--- config.mk ---
export PLATFORM = sky130hd
export DESIGN_NAME = qpa_seq
export DESIGN_NICKNAME = d
export VERILOG_FILES = /design/src/hw/rtl/qpa_pkg.sv /design/src/hw/rtl/qpa_seq.sv
export SDC_FILE = /design/constraint.sdc
export NUM_CORES = 1
export LEC_CHECK = 0
export BUFFER_PORTS_ARGS = -buffer_cell sky130_fd_sc_hd__buf_2
export CAP_MARGIN = 30
export CORE_ASPECT_RATIO = 1.4
export CORE_UTILIZATION = 63
export DETAILED_ROUTE_END_ITERATION = 16
export PLACE_DENSITY_LB_ADDON = 0.12
export SLEW_MARGIN = 20
export SYNTH_ARGS = -nofsm -noshare
export SYNTH_HDL_FRONTEND = slang
export SYNTH_SLANG_ARGS = --single-unit
--- constraint.sdc ---
create_clock -name i_clk -period 4.9 [get_ports i_clk]
set_clock_uncertainty 0.05 [all_clocks]
set_input_delay 0.245 -clock i_clk [delete_from_list [all_inputs] [get_ports i_clk]]
set_output_delay 0.245 -clock i_clk [all_outputs]
set_load 0.005 [all_outputs]
--- src/hw/rtl/qpa_pkg.sv ---
`timescale 1ns / 1ps
`default_nettype none
// ----------------------------------------------------------------------------
// qpa_pkg
// Shared types, constants and helpers of the quadtree page allocator.
// ----------------------------------------------------------------------------
package qpa_pkg;

    localparam int LEVELS   = 6;
    localparam int TAG_BITS = 8;
    localparam int NODES    = ((1 << (2 * LEVELS)) - 1) / 3;
    localparam int ADDR_W   = $clog2(NODES);
    localparam int CNT_W    = $clog2(NODES + 1);
    localparam int LVL_W    = $clog2(LEVELS + 1);

    // fixed field widths
    localparam int EXP_W    = 4;
    localparam int SIZE_W   = 16;
    localparam int OWNER_W  = 8;
    localparam int STAT_W   = 3;
    localparam int INDEX_W  = 11;
    localparam int OFS_W    = 15;
    localparam int SIDE_W   = 16;
    localparam int CIDX_W   = 2;
    localparam int LOCAL_W  = (LEVELS > 1) ? (LEVELS - 1) : 1;

    localparam logic [CIDX_W-1:0] CFG_TOP_EXP = 2'd0;
    localparam logic [CIDX_W-1:0] CFG_MIN_EXP = 2'd1;

    typedef enum logic [1:0] {
        NS_ABSENT = 2'd0,
        NS_FREE   = 2'd1,
        NS_USED   = 2'd2
    } t_node_stat;

    typedef enum logic [STAT_W-1:0] {
        ST_OK       = 3'd0,
        ST_NO_SPACE = 3'd1,
        ST_TOO_SMALL = 3'd2,
        ST_TOO_BIG  = 3'd3,
        ST_NO_OWNER = 3'd4
    } t_status;

    typedef enum logic [1:0] {
        MT_FREE,
        MT_USED,
        MT_NOT_FREE
    } t_match;

    typedef enum logic [3:0] {
        S_CLEAR,
        S_IDLE,
        S_SCAN,
        S_SPLIT,
        S_MARK,
        S_FREE,
        S_MSCAN,
        S_MERGE,
        S_DONE
    } t_state;

    typedef struct packed {
        logic [0:0]         req_type;
        logic [SIZE_W-1:0]  page_size;
        logic [OWNER_W-1:0] owner_tag;
    } t_req;

    typedef struct packed {
        logic [STAT_W-1:0]  status;
        logic [INDEX_W-1:0] page_index;
        logic [OFS_W-1:0]   offset_x;
        logic [OFS_W-1:0]   offset_y;
        logic [SIDE_W-1:0]  atlas_side;
        logic [OWNER_W-1:0] owner_echo;
    } t_res;

    // command from front end to sequencer
    typedef struct packed {
        logic                rel;
        logic [LVL_W-1:0]    depth;
        logic [TAG_BITS-1:0] tag;
    } t_cmd;

    typedef struct packed {
        t_status           status;
        logic [ADDR_W-1:0] node;
    } t_rsp;

    // store write request
    typedef struct packed {
        logic                en;
        logic                own_en;
        logic [ADDR_W-1:0]   addr;
        t_node_stat          stat;
        logic [TAG_BITS-1:0] own;
    } t_wr;

    // index of the first node at depth d
    function automatic logic [CNT_W-1:0] depth_first(input logic [LVL_W-1:0] d);
        logic [CNT_W-1:0] sum;
        sum = '0;
        for (int i = 0; i < LEVELS; i++) begin
            if (i < int'(d)) begin
                sum = sum + CNT_W'(1 << (2 * i));
            end
        end
        return sum;
    endfunction

endpackage
`default_nettype wire

--- src/hw/rtl/qpa_seq.sv ---
`timescale 1ns / 1ps
`default_nettype none
// ----------------------------------------------------------------------------
// qpa_seq
// Sequencer: level scans, split and merge walks and the store clearing pass.
// ----------------------------------------------------------------------------
module qpa_seq
    import qpa_pkg::*;
(
    input  wire logic                i_clk,
    input  wire logic                i_rst_n,
    input  wire logic                i_clear,
    input  wire logic                i_go,
    input  wire t_cmd                i_cmd,
    output logic                     o_busy,
    output logic                     o_done,
    output t_rsp                     o_rsp,
    output t_wr                      o_wr,
    output logic [ADDR_W-1:0]        o_raddr,
    input  wire t_node_stat          i_rd_stat,
    input  wire logic [TAG_BITS-1:0] i_rd_own
);

    t_state              r_state, n_state;
    t_match              r_match, n_match;
    t_status             r_status, n_status;
    logic                r_rel, n_rel;
    logic [LVL_W-1:0]    r_d, n_d;
    logic [LVL_W-1:0]    r_j, n_j;
    logic [TAG_BITS-1:0] r_tag, n_tag;
    logic [ADDR_W-1:0]   r_node, n_node;
    logic [ADDR_W-1:0]   r_res_node, n_res_node;
    logic [2:0]          r_k, n_k;
    logic [CNT_W-1:0]    r_addr, n_addr;
    logic [CNT_W-1:0]    r_end, n_end;
    logic                r_pv, n_pv;
    logic [ADDR_W-1:0]   r_paddr, n_paddr;

    logic                hit;
    logic                issue;
    logic                scan_end;
    logic [ADDR_W-1:0]   child;
    logic [ADDR_W-1:0]   parent;
    logic [ADDR_W-1:0]   base;

    // state and scan registers
    always_ff @(posedge i_clk) begin
        if (!i_rst_n) begin
            r_state <= S_CLEAR;
            r_addr  <= '0;
            r_pv    <= 1'b0;
        end else begin
            r_state <= n_state;
            r_addr  <= n_addr;
            r_pv    <= n_pv;
        end
    end

    // working registers
    always_ff @(posedge i_clk) begin
        r_match    <= n_match;
        r_status   <= n_status;
        r_rel      <= n_rel;
        r_d        <= n_d;
        r_j        <= n_j;
        r_tag      <= n_tag;
        r_node     <= n_node;
        r_res_node <= n_res_node;
        r_k        <= n_k;
        r_end      <= n_end;
        r_paddr    <= n_paddr;
    end

    // tree neighbors of the current node
    always_comb begin
        child  = ADDR_W'({r_node, 2'b00} + (ADDR_W + 2)'(1));
        parent = ADDR_W'((r_node - ADDR_W'(1)) >> 2);
        base   = ADDR_W'({parent, 2'b00} + (ADDR_W + 2)'(1));
    end

    // scan compare on the registered read data
    always_comb begin
        hit = 1'b0;
        if (r_pv) begin
            case (r_match)
                MT_FREE:     hit = (i_rd_stat == NS_FREE);
                MT_USED:     hit = (i_rd_stat == NS_USED) && (i_rd_own == r_tag);
                MT_NOT_FREE: hit = (i_rd_stat != NS_FREE);
                default:     hit = 1'b0;
            endcase
        end
        issue    = (r_addr != r_end) && !hit;
        scan_end = !r_pv && (r_addr == r_end);
    end

    assign o_raddr = r_addr[ADDR_W-1:0];
    assign o_busy  = (r_state != S_IDLE);
    assign o_done  = (r_state == S_DONE);
    assign o_rsp   = '{status: r_status, node: r_res_node};

    // next state and store requests
    always_comb begin
        n_state    = r_state;
        n_match    = r_match;
        n_status   = r_status;
        n_rel      = r_rel;
        n_d        = r_d;
        n_j        = r_j;
        n_tag      = r_tag;
        n_node     = r_node;
        n_res_node = r_res_node;
        n_k        = r_k;
        n_addr     = r_addr;
        n_end      = r_end;
        n_pv       = 1'b0;
        n_paddr    = r_paddr;
        o_wr       = '0;

        // shared scan pipeline
        if ((r_state == S_SCAN) || (r_state == S_MSCAN)) begin
            n_pv    = issue;
            n_paddr = r_addr[ADDR_W-1:0];
            if (issue) begin
                n_addr = r_addr + CNT_W'(1);
            end
        end

        case (r_state)
            S_CLEAR: begin
                o_wr.en   = 1'b1;
                o_wr.addr = r_addr[ADDR_W-1:0];
                o_wr.stat = (r_addr == '0) ? NS_FREE : NS_ABSENT;
                n_addr    = r_addr + CNT_W'(1);
                if (r_addr == CNT_W'(NODES - 1)) begin
                    n_state = S_IDLE;
                end
            end
            S_IDLE: begin
                if (i_go) begin
                    n_rel      = i_cmd.rel;
                    n_d        = i_cmd.depth;
                    n_j        = i_cmd.depth;
                    n_tag      = i_cmd.tag;
                    n_res_node = '0;
                    n_match    = i_cmd.rel ? MT_USED : MT_FREE;
                    n_addr     = depth_first(i_cmd.depth);
                    n_end      = depth_first(LVL_W'(i_cmd.depth + LVL_W'(1)));
                    n_state    = S_SCAN;
                end
            end
            S_SCAN: begin
                if (hit) begin
                    n_pv       = 1'b0;
                    n_node     = r_paddr;
                    n_res_node = r_paddr;
                    n_k        = '0;
                    if (r_rel) begin
                        n_state = S_FREE;
                    end else if (r_j == r_d) begin
                        n_state = S_MARK;
                    end else begin
                        n_state = S_SPLIT;
                    end
                end else if (scan_end) begin
                    if (r_rel) begin
                        n_status = ST_NO_OWNER;
                        n_state  = S_DONE;
                    end else if (r_j == '0) begin
                        n_status = ST_NO_SPACE;
                        n_state  = S_DONE;
                    end else begin
                        // retry one level up
                        n_j    = r_j - LVL_W'(1);
                        n_addr = depth_first(r_j - LVL_W'(1));
                        n_end  = depth_first(r_j);
                    end
                end
            end
            S_SPLIT: begin
                o_wr.en = 1'b1;
                if (r_k == '0) begin
                    o_wr.addr = r_node;
                    o_wr.stat = NS_ABSENT;
                end else begin
                    o_wr.addr = child + ADDR_W'(r_k);
                    o_wr.stat = NS_FREE;
                end
                n_k = r_k + 3'd1;
                if (r_k == 3'd3) begin
                    n_k        = '0;
                    n_node     = child;
                    n_res_node = child;
                    n_j        = r_j + LVL_W'(1);
                    if ((r_j + LVL_W'(1)) == r_d) begin
                        n_state = S_MARK;
                    end
                end
            end
            S_MARK: begin
                o_wr.en     = 1'b1;
                o_wr.own_en = 1'b1;
                o_wr.addr   = r_node;
                o_wr.stat   = NS_USED;
                o_wr.own    = r_tag;
                n_status    = ST_OK;
                n_state     = S_DONE;
            end
            S_FREE: begin
                o_wr.en   = 1'b1;
                o_wr.addr = r_node;
                o_wr.stat = NS_FREE;
                n_status  = ST_OK;
                if (r_node == '0) begin
                    n_state = S_DONE;
                end else begin
                    // look for a sibling that is not free
                    n_match = MT_NOT_FREE;
                    n_addr  = CNT_W'(base);
                    n_end   = CNT_W'(base) + CNT_W'(4);
                    n_state = S_MSCAN;
                end
            end
            S_MSCAN: begin
                if (hit) begin
                    n_pv    = 1'b0;
                    n_state = S_DONE;
                end else if (scan_end) begin
                    n_k     = '0;
                    n_state = S_MERGE;
                end
            end
            S_MERGE: begin
                o_wr.en = 1'b1;
                if (r_k == 3'd4) begin
                    o_wr.addr = parent;
                    o_wr.stat = NS_FREE;
                    n_node    = parent;
                    n_k       = '0;
                    n_state   = S_FREE;
                end else begin
                    o_wr.addr = base + ADDR_W'(r_k);
                    o_wr.stat = NS_ABSENT;
                    n_k       = r_k + 3'd1;
                end
            end
            S_DONE: begin
                n_state = S_IDLE;
            end
            default: begin
                n_state = S_IDLE;
            end
        endcase

        // clear request restarts the clearing pass
        if (i_clear) begin
            n_state = S_CLEAR;
            n_addr  = '0;
            n_pv    = 1'b0;
        end
    end

endmodule
`default_nettype wire

# [Word level (Yosys, flattened, before mapping)]
# Cells that the tools add are included.
[classes] order_cmp=24 n_shift=0 add_sub_neg=31 n_reduce_logical=31 eq_ne=39 bitwise=1 mux=165 n_div=0 multipliers=0
[ops] cell="$mux W11" n=108
[ops] cell="$pmux W11 S3" n=3
[ops] cell="$pmux W13 S5" n=1
[ops] cell="$add A11 B3 Y11 const B" n=5
[ops] cell="$mux W3" n=17
[ops] cell="$mux W4" n=12
[ops] cell="$add A11 B11 Y11 const B" n=4
[ops] cell="$add A11 B5 Y11 const B" n=4
[ops] cell="$add A11 B7 Y11 const B" n=4
[ops] cell="$add A11 B9 Y11 const B" n=4
[ops] cell="$pmux W11 S4" n=1
[ops] cell="$add A11 B1 Y11 const B" n=3
[ops] cell="$pmux W4 S8" n=1
[ops] cell="$mux W13" n=2
[ops] cell="$ne A2 B2 Y1 const B" n=13
[ops] cell="$lt A1 B3 Y1 const A" n=8
[ops] cell="$lt A2 B3 Y1 const A" n=8
[ops] cell="$lt A3 B3 Y1 const A" n=8
[ops] cell="$add A11 B3 Y11" n=2
[ops] cell="$logic_not A11 Y1" n=2
[ops] cell="$eq A4 B3 Y1 const B" n=4
[ops] cell="$reduce_and A4 Y1" n=4
[ops] cell="$reduce_and A7 Y1" n=2
[ops] cell="$mux W1" n=12
[ops] cell="42 further kinds" n=59
[word_totals] output_inout_bits=50 mem_bits_ro=0 reg_bits=83 ramBits=0 elab_cells=305 in_bits=26 latch_bits=0 mem_count=0

# [Depth between registers and ports, before layout]
# Gate-level depths: netlist of run 1.
[logic_depth] ltp_word=43 ltp_mapped=10 depth_no_buf=9

# [Worst setup path after synthesis of run 1]
# OpenSTA, ideal clock, no wires.
[synth_path] kind="register to output" from="reg r_node[2]" to="out o_wr[20] in the netlist's numbering" arrival_ns=2.384 path_buffers=1 slack_ns=2.221 required_time_ns=4.605 stages_incl_launch_ff=11 path_cell_list="edfxtp_1 -> clkbuf_1 -> or3_1 -> nand2_1 -> ha_1 -> a21o_1 -> nand4_1 -> o21ai_0 -> xor2_1 -> a222oi_1 -> nand2_1"
[synth_lines] item="from (decl)" line_no="qpa_seq.sv:31" source="logic [ADDR_W-1:0] r_node, n_node;"
[synth_lines] item="from (signal assigned)" line_no="qpa_seq.sv:67" source="r_node <= n_node;"
[synth_lines] item="to (decl)" line_no="qpa_seq.sv:18" source="output t_wr o_wr,"

==> results_dict.tcl, run 1 <==
set metrics [dict create \
    status "finished clean" \
    synth.area.top_cells "edfxtp_1 (34%), xnor2_1 (6.3%), dfxtp_1 (5.5%), nand2_1 (4.2%), nor2_1 (4.0%)" \
    antenna_found_initial 0 \
    grt_pass1_wl_um 28890 \
    fillCellCount 692 \
    drt_first_pass_iters 9 \
    worstSetupStartpoint "r_state[0]" \
    place_area_um2 6112 \
    clk_path_buf_depth 2 \
    p_int_w 0.001163 \
    drive_gt1_share_pct 15.72 \
    synth.top_cell.area_share_pct 33.68 \
    dieArea_um2 9592 \
    crit_fanout 20 \
    pwr-share-seq_pct 49.1 \
    p_switching_w 0.0003423 \
    grt-ovfl-total 0 \
    cts_setup_buffers 0 \
    setup_violations 0 \
    dominantRegCellSynth "edfxtp_1" \
    r2r_end "r_end[8]" \
    syn_area_um2 5796 \
    cts_sinks 81 \
    max_cap_violations 0 \
    wl_per_cell_um 23.35 \
    coreArea_um2 8977 \
    r2r_slack_ns 1.48 \
    cp.required_ns 4.61 \
    hold_ws_ns 0.02238 \
    hold_class "input pin to flop" \
    final_core_util_pct 71.62 \
    gp_congestion 1.070 \
    criticalPathCategory "flop to output port" \
    cp-start-kind "flop" \
    cts_tree "yes" \
    drc 0 \
    finalInstanceArea_um2 6430 \
    grt_max_degree 32 \
    yosys_warnings 0 \
    swShare_pct 22.73 \
    synth_edf_count 65 \
    power_frac_comb_pct 3.1 \
    leakage_nw 2.392 \
    async_flop_share_pct 0 \
    vdd_drop_max_mv 0.2084 \
    detail-route-antenna-nets 0 \
    end_kind "output port" \
    ys_seq_area_share_pct 39.21 \
    max_slew.worst_pin.slew_ns 0.9049 \
    grt_usage_pct 39.80 \
    period_needed_ns 3.662 \
    setup.worst_path.end "o_wr[10]" \
    io_pins 76 \
    rsz0062_at_grt "no" \
    max_freq_ghz 0.2730 \
    hold_viol 0 \
    hold_buffers 0 \
    ys_types 70 \
    clkPwrFrac_pct 47.8 \
    avgSynthCellArea_um2 8.781 \
    antenna_cells 0 \
    critPathArrivalTime_ns 3.37 \
    ys_ff_latch 81 \
    grt_pass1_vias 5309 \
    hpwl_um 13780 \
    syn_inst 660 \
    nets 741 \
    synth_top_area_cell "edfxtp_1" \
    num_rows 41 \
    vias_per_cell 6.940 \
    h-tree-depth 3 \
    path_clk_slew_ns 0.07 \
    numCtsBuffers 9 \
    die_w_um 83.06 \
    final.period_utilization_pct 74.74 \
    relSlewSlack_pct 39.47 \
    fp.dieH_um 115.5 \
    port_buffers 74 \
    pwr_density_cell_nw_per_um2 234.2 \
    area_growth_pct 10.95 \
    routed_wl_um 18980 \
    drtIter0Drc 708 \
    ff2ff_path_depth 8 \
    slew_violations 0 \
    root_buffer "clkbuf_16" \
    start_util_pct 64.56 \
    fin_tns_setup_ns 0 \
    clk_latency_ns 0.35 \
    reg2reg_from "r_state[3]" \
    route.vias.total 5642 \
    cts_resized 0 \
    synthesis.nets 700 \
    hold_path_depth 1 \
]
## power by group through the flow
stage / registers, W / logic [W] / clock network (W)
2_1_floorplan: 0.000753 / 0.0000242 / 0
5_1_grt: 0.000738 / 0.0000502 / 0.000745
6_report: 0.000739 / 0.0000472 / 0.000720
3_3_place_gp: 0.000754 / 0.0000447 / 0
4_1_cts: 0.000739 / 0.0000459 / 0.000713
3_5_place_dp: 0.000754 / 0.0000458 / 0
## through the flow
step | total power [W] | setup slack [ns] | instances
floorplan | 0.0007769 | 2.221 | 660
global placement | 0.0007986 | 1.613 | 796
detailed placement | 0.0007997 | 1.524 | 796
CTS | 0.001498 | 1.406 | 812
global route | 0.001534 | 1.056 | 813
finish | 0.001506 | 1.238 | 813
## state kept, by name, summed over array words and instances, names as in the netlist
name and cells:
r_match 2, r_state 4, r_res_node 11, r_rel 1
r_paddr 11, r_end 10, r_tag 8, r_status 2
r_j 3, r_k 3, r_node 11, o_raddr 11
r_d 3, r_pv 1
## worst min path at each step
stage | startpoint | to | slack (ns)
after floorplan | i_cmd[8] | r_d[0] | 0.29
after global placement | i_cmd[6] | r_tag[6] | 0.37
after detailed placement | i_cmd[4] | r_tag[4] | 0.37
after CTS | i_cmd[4] | r_tag[4] | 0.02
after global routing | i_cmd[3] | r_tag[3] | 0.01
final | i_cmd[4] | r_tag[4] | 0.02
## synth_stat cells (8+ instances only)
cell type and instances:
a21oi_1 44, a222oi_1 8, a22o_1 13, a31oi_1 9
and2_1 11, buf_2 10, clkbuf_1 34, dfxtp_1 16
edfxtp_1 65, ha_1 14, inv_1 15, nand2_1 65
nand3_1 22, nand4_1 8, nor2_1 61, nor2b_1 8
nor3_1 25, o211ai_1 8, o21ai_0 35, or3_1 8
xnor2_1 42, xor2_1 23
## cells in the final DEF, fill, tap and decap left out, types with 11 or more instances in the layout
master,netlist,final
a21oi_1,44,44
a22o_1,13,13
and2_1,11,11
buf_2,10,74
dfxtp_1,16,16
edfxtp_1,65,65
ha_1,14,14
inv_1,15,15
nand2_1,65,65
nand3_1,22,22
nor2_1,61,61
nor3_1,25,24
o21ai_0,35,35
xnor2_1,42,42
xor2_1,23,23
## cell families after synthesis
family,Yosys count,share of synthesized area [%]
and+or+nand+nor,244,20.47
AOI/OAI and AO/OA,185,21.78
DFF,81,39.21
buffers and inverters,68,5.267
xor gates and xnor gates,65,9.823
adders and majority gates,14,3.022
muxes,2,0.3670
other,1,0.06470
## routing by layer
layer	track usage (%)	vias up	part of all wire (%)
li1	-	2514	-
met1	43.82	2575	34
met2	70.93	447	49
met3	6.980	106	9.3
met4	26.32	0	6.9
met5	0	-	0
## final cells by class
cell class	instances	area [um2]	area share, %
clock buffer	9	225.2	3.503
clock inverter	7	85.08	1.323
inverter	16	60.06	0.9340
multi-input combinational	511	3223	50.13
sequential	81	2272	35.34
tap	107	133.9	2.082
timing repair buffer	82	430.4	6.694
## worst max-delay path, cell delays in order, from the launching register on
cell,delay (ns)
dfxtp_1,0.87
nand2_1,0.31
nor2_1,0.49
nand2_1,0.35
a21oi_1,0.47
a21oi_1,0.07
o21ai_0,0.29
buf_2,0.18
(Power assumes the default switching activity.)
==> inputs of run 2 (changes only) <==
- CORE_UTILIZATION: 63 -> 59
- clock period: 4.9 -> 3.7 ns (I/O delays scaled with it)
==> results_dict.tcl, run 2 (synthesized netlist as in run 1, its figures left out) <==
set metrics [dict create \
    status "finished clean" \
    pwr_density_cell_nw_per_um2 304.5 \
    setup_violations 0 \
    routed_wl_um 18440 \
    vias_per_cell 6.429 \
    grt_pass1_vias 5284 \
    hpwl_um 13450 \
    path_cells "or3_1 > nand2_1 > ha_1 > a31oi_1 > nor2_1 > o31ai_1 > xor2_1 > nand2_1 > nand3_1 > buf_2" \
    final.period_utilization_pct 92.48 \
    die_w_um 85.77 \
    drc 0 \
    grt_max_degree 32 \
    nets 770 \
    hold_viol 0 \
    critPathArrivalTime_ns 3.19 \
    timing.final.ws_setup_ns 0.2783 \
    relSlewSlack_pct 41.75 \
    leakage_nw 2.546 \
    max_freq_ghz 0.2923 \
    hold_class "input pin to flop" \
    start_util_pct 60.93 \
    critical_path.max_stage_delay_ns 0.56 \
    grt_usage_pct 36.92 \
    final_cell_mix "buf_2 (75), nand2_1 (65), edfxtp_1 (65), nor2_1 (61), a21oi_1 (44)" \
    numCtsBuffers 9 \
    num_rows 42 \
    grt_pass1_wl_um 28350 \
    antenna_cells 0 \
    route.vias.total 5574 \
    root_buffer "clkbuf_16" \
    cts_tree "yes" \
    drt_first_pass_iters 8 \
    drtIter0Drc 564 \
    total_power_w 0.002045 \
    area_growth_pct 15.87 \
    period_needed_ns 3.422 \
    drive_gt1_share_pct 17.82 \
    path_clk_slew_ns 0.06 \
    cp.required_ns 3.46 \
    final_common_cell "buf_2" \
    cts_resized 0 \
    cpMaxStageDelayCell "edfxtp_1" \
    wl_per_cell_um 21.27 \
    crit_top_cell "nand2_1" \
    gp_congestion 1.080 \
    cts_sinks 81 \
    cp-start-kind "flop" \
    fin_tns_setup_ns 0 \
    fp.dieH_um 119.3 \
    port_buffers 74 \
    slew_violations 0 \
    rsz0062_at_grt "no" \
    place_ws_ns 0.5445 \
    clk_latency_ns 0.35 \
    max_cap_violations 0 \
    clk_path_buf_depth 2 \
    max_slew.worst_pin.slew_ns 0.8706 \
    vdd_drop_max_mv 0.2585 \
    detail-route-antenna-nets 0 \
    crit_fanout 12 \
    antenna_found_initial 0 \
    io_pins 76 \
    end_kind "output port" \
    criticalPathCategory "flop to output port" \
    coreArea_um2 9512 \
    grt-ovfl-total 0 \
    dieArea_um2 10230 \
    h-tree-depth 3 \
    fillCellCount 743 \
]
==> run 2: cell count changes in the layout (fill, tap and decap cells not counted) <==
cell,delta
buf_4,+19
buf_2,+1
clkinv_2,+1
clkinv_4,+1
dlygate4sd3_1,+9
inv_8,-1
inv_6,-1
bufinv_16,+1
clkinvlp_4,-1
==> run 2: layout make-up <==
class | count | area [um2] | area share [%]
multi-input cells | 511 | 3223 | 48.00
flip-flops and latches | 81 | 2272 | 33.84
repair buffers | 111 | 668.1 | 9.950
clock buffers | 9 | 225.2 | 3.354
well taps | 132 | 165.2 | 2.459
clock inverters | 7 | 101.3 | 1.509
inverters | 16 | 60.06 | 0.8944
==> run 2: worst max-delay path, delay by kind of cell (launching register included) <==
kind	cells	cell delay, ns
buffers and inverters	1	0.11
xor gates and xnor gates	1	0.19
AOI/OAI and AO/OA	2	0.60
adders and majority gates	1	0.33
DFF	1	0.56
and+or+nand+nor	5	1.05
==> run 2: what timing repair did <==
| action | 4_1_cts | 5_1_grt |
|---|---|---|
| setup endpoints to repair | 0 | 0 |
| buffers inserted | 0 | 0 |
| endpoints found under the hold margin | 9 | 0 |
| hold buffers | 9 | 0 |
==> run 2: per-layer routing <==
metal | part of all wire [%] | vias up | global-route usage (%)
li1 | - | 2569 | -
met3 | 7.6 | 85 | 6.791
met5 | 0 | - | 0
met2 | 49 | 345 | 61.65
met1 | 37 | 2575 | 42.44
met4 | 6.5 | 0 | 25.10
==> run 2: where the power goes <==
group / internal [W] / switching (W) / total, W / leakage, nW
combinational: 0.0000341 / 0.0000338 / 0.0000679 / 1.68
sequential: 0.000976 / 0.00000325 / 0.000979 / 0.710
clock: 0.000598 / 0.000399 / 0.000998 / 0.158
total: 0.00161 / 0.000436 / 0.00204 / 2.55
==> run 2: per-stage QoR <==
stage | area, um2 | std cells | util [%] | hold slack, ns
final | 6715 | 867 | 70.60 | 0.09535
after floorplan | 5796 | 660 | - | 0.2339
after detailed placement | 6294 | 841 | 66.17 | 0.3133
after global placement | 6294 | 841 | 66.17 | 0.3123
after CTS | 6710 | 866 | 70.55 | 0.09253
after global routing | 6715 | 867 | 70.60 | 0.1038
==> run 2: worst paths after layout <==
path                             endpoint  slack, ns  cells past startpoint       start
worst min register to register  r_node[4]       0.51                      2  r_paddr[4]
worst max register to register   r_end[6]       0.42                      8  r_state[3]
worst min-delay path               r_d[1]        0.1                      1    i_cmd[9]
worst max-delay path             o_wr[17]       0.28                     10   r_node[2]
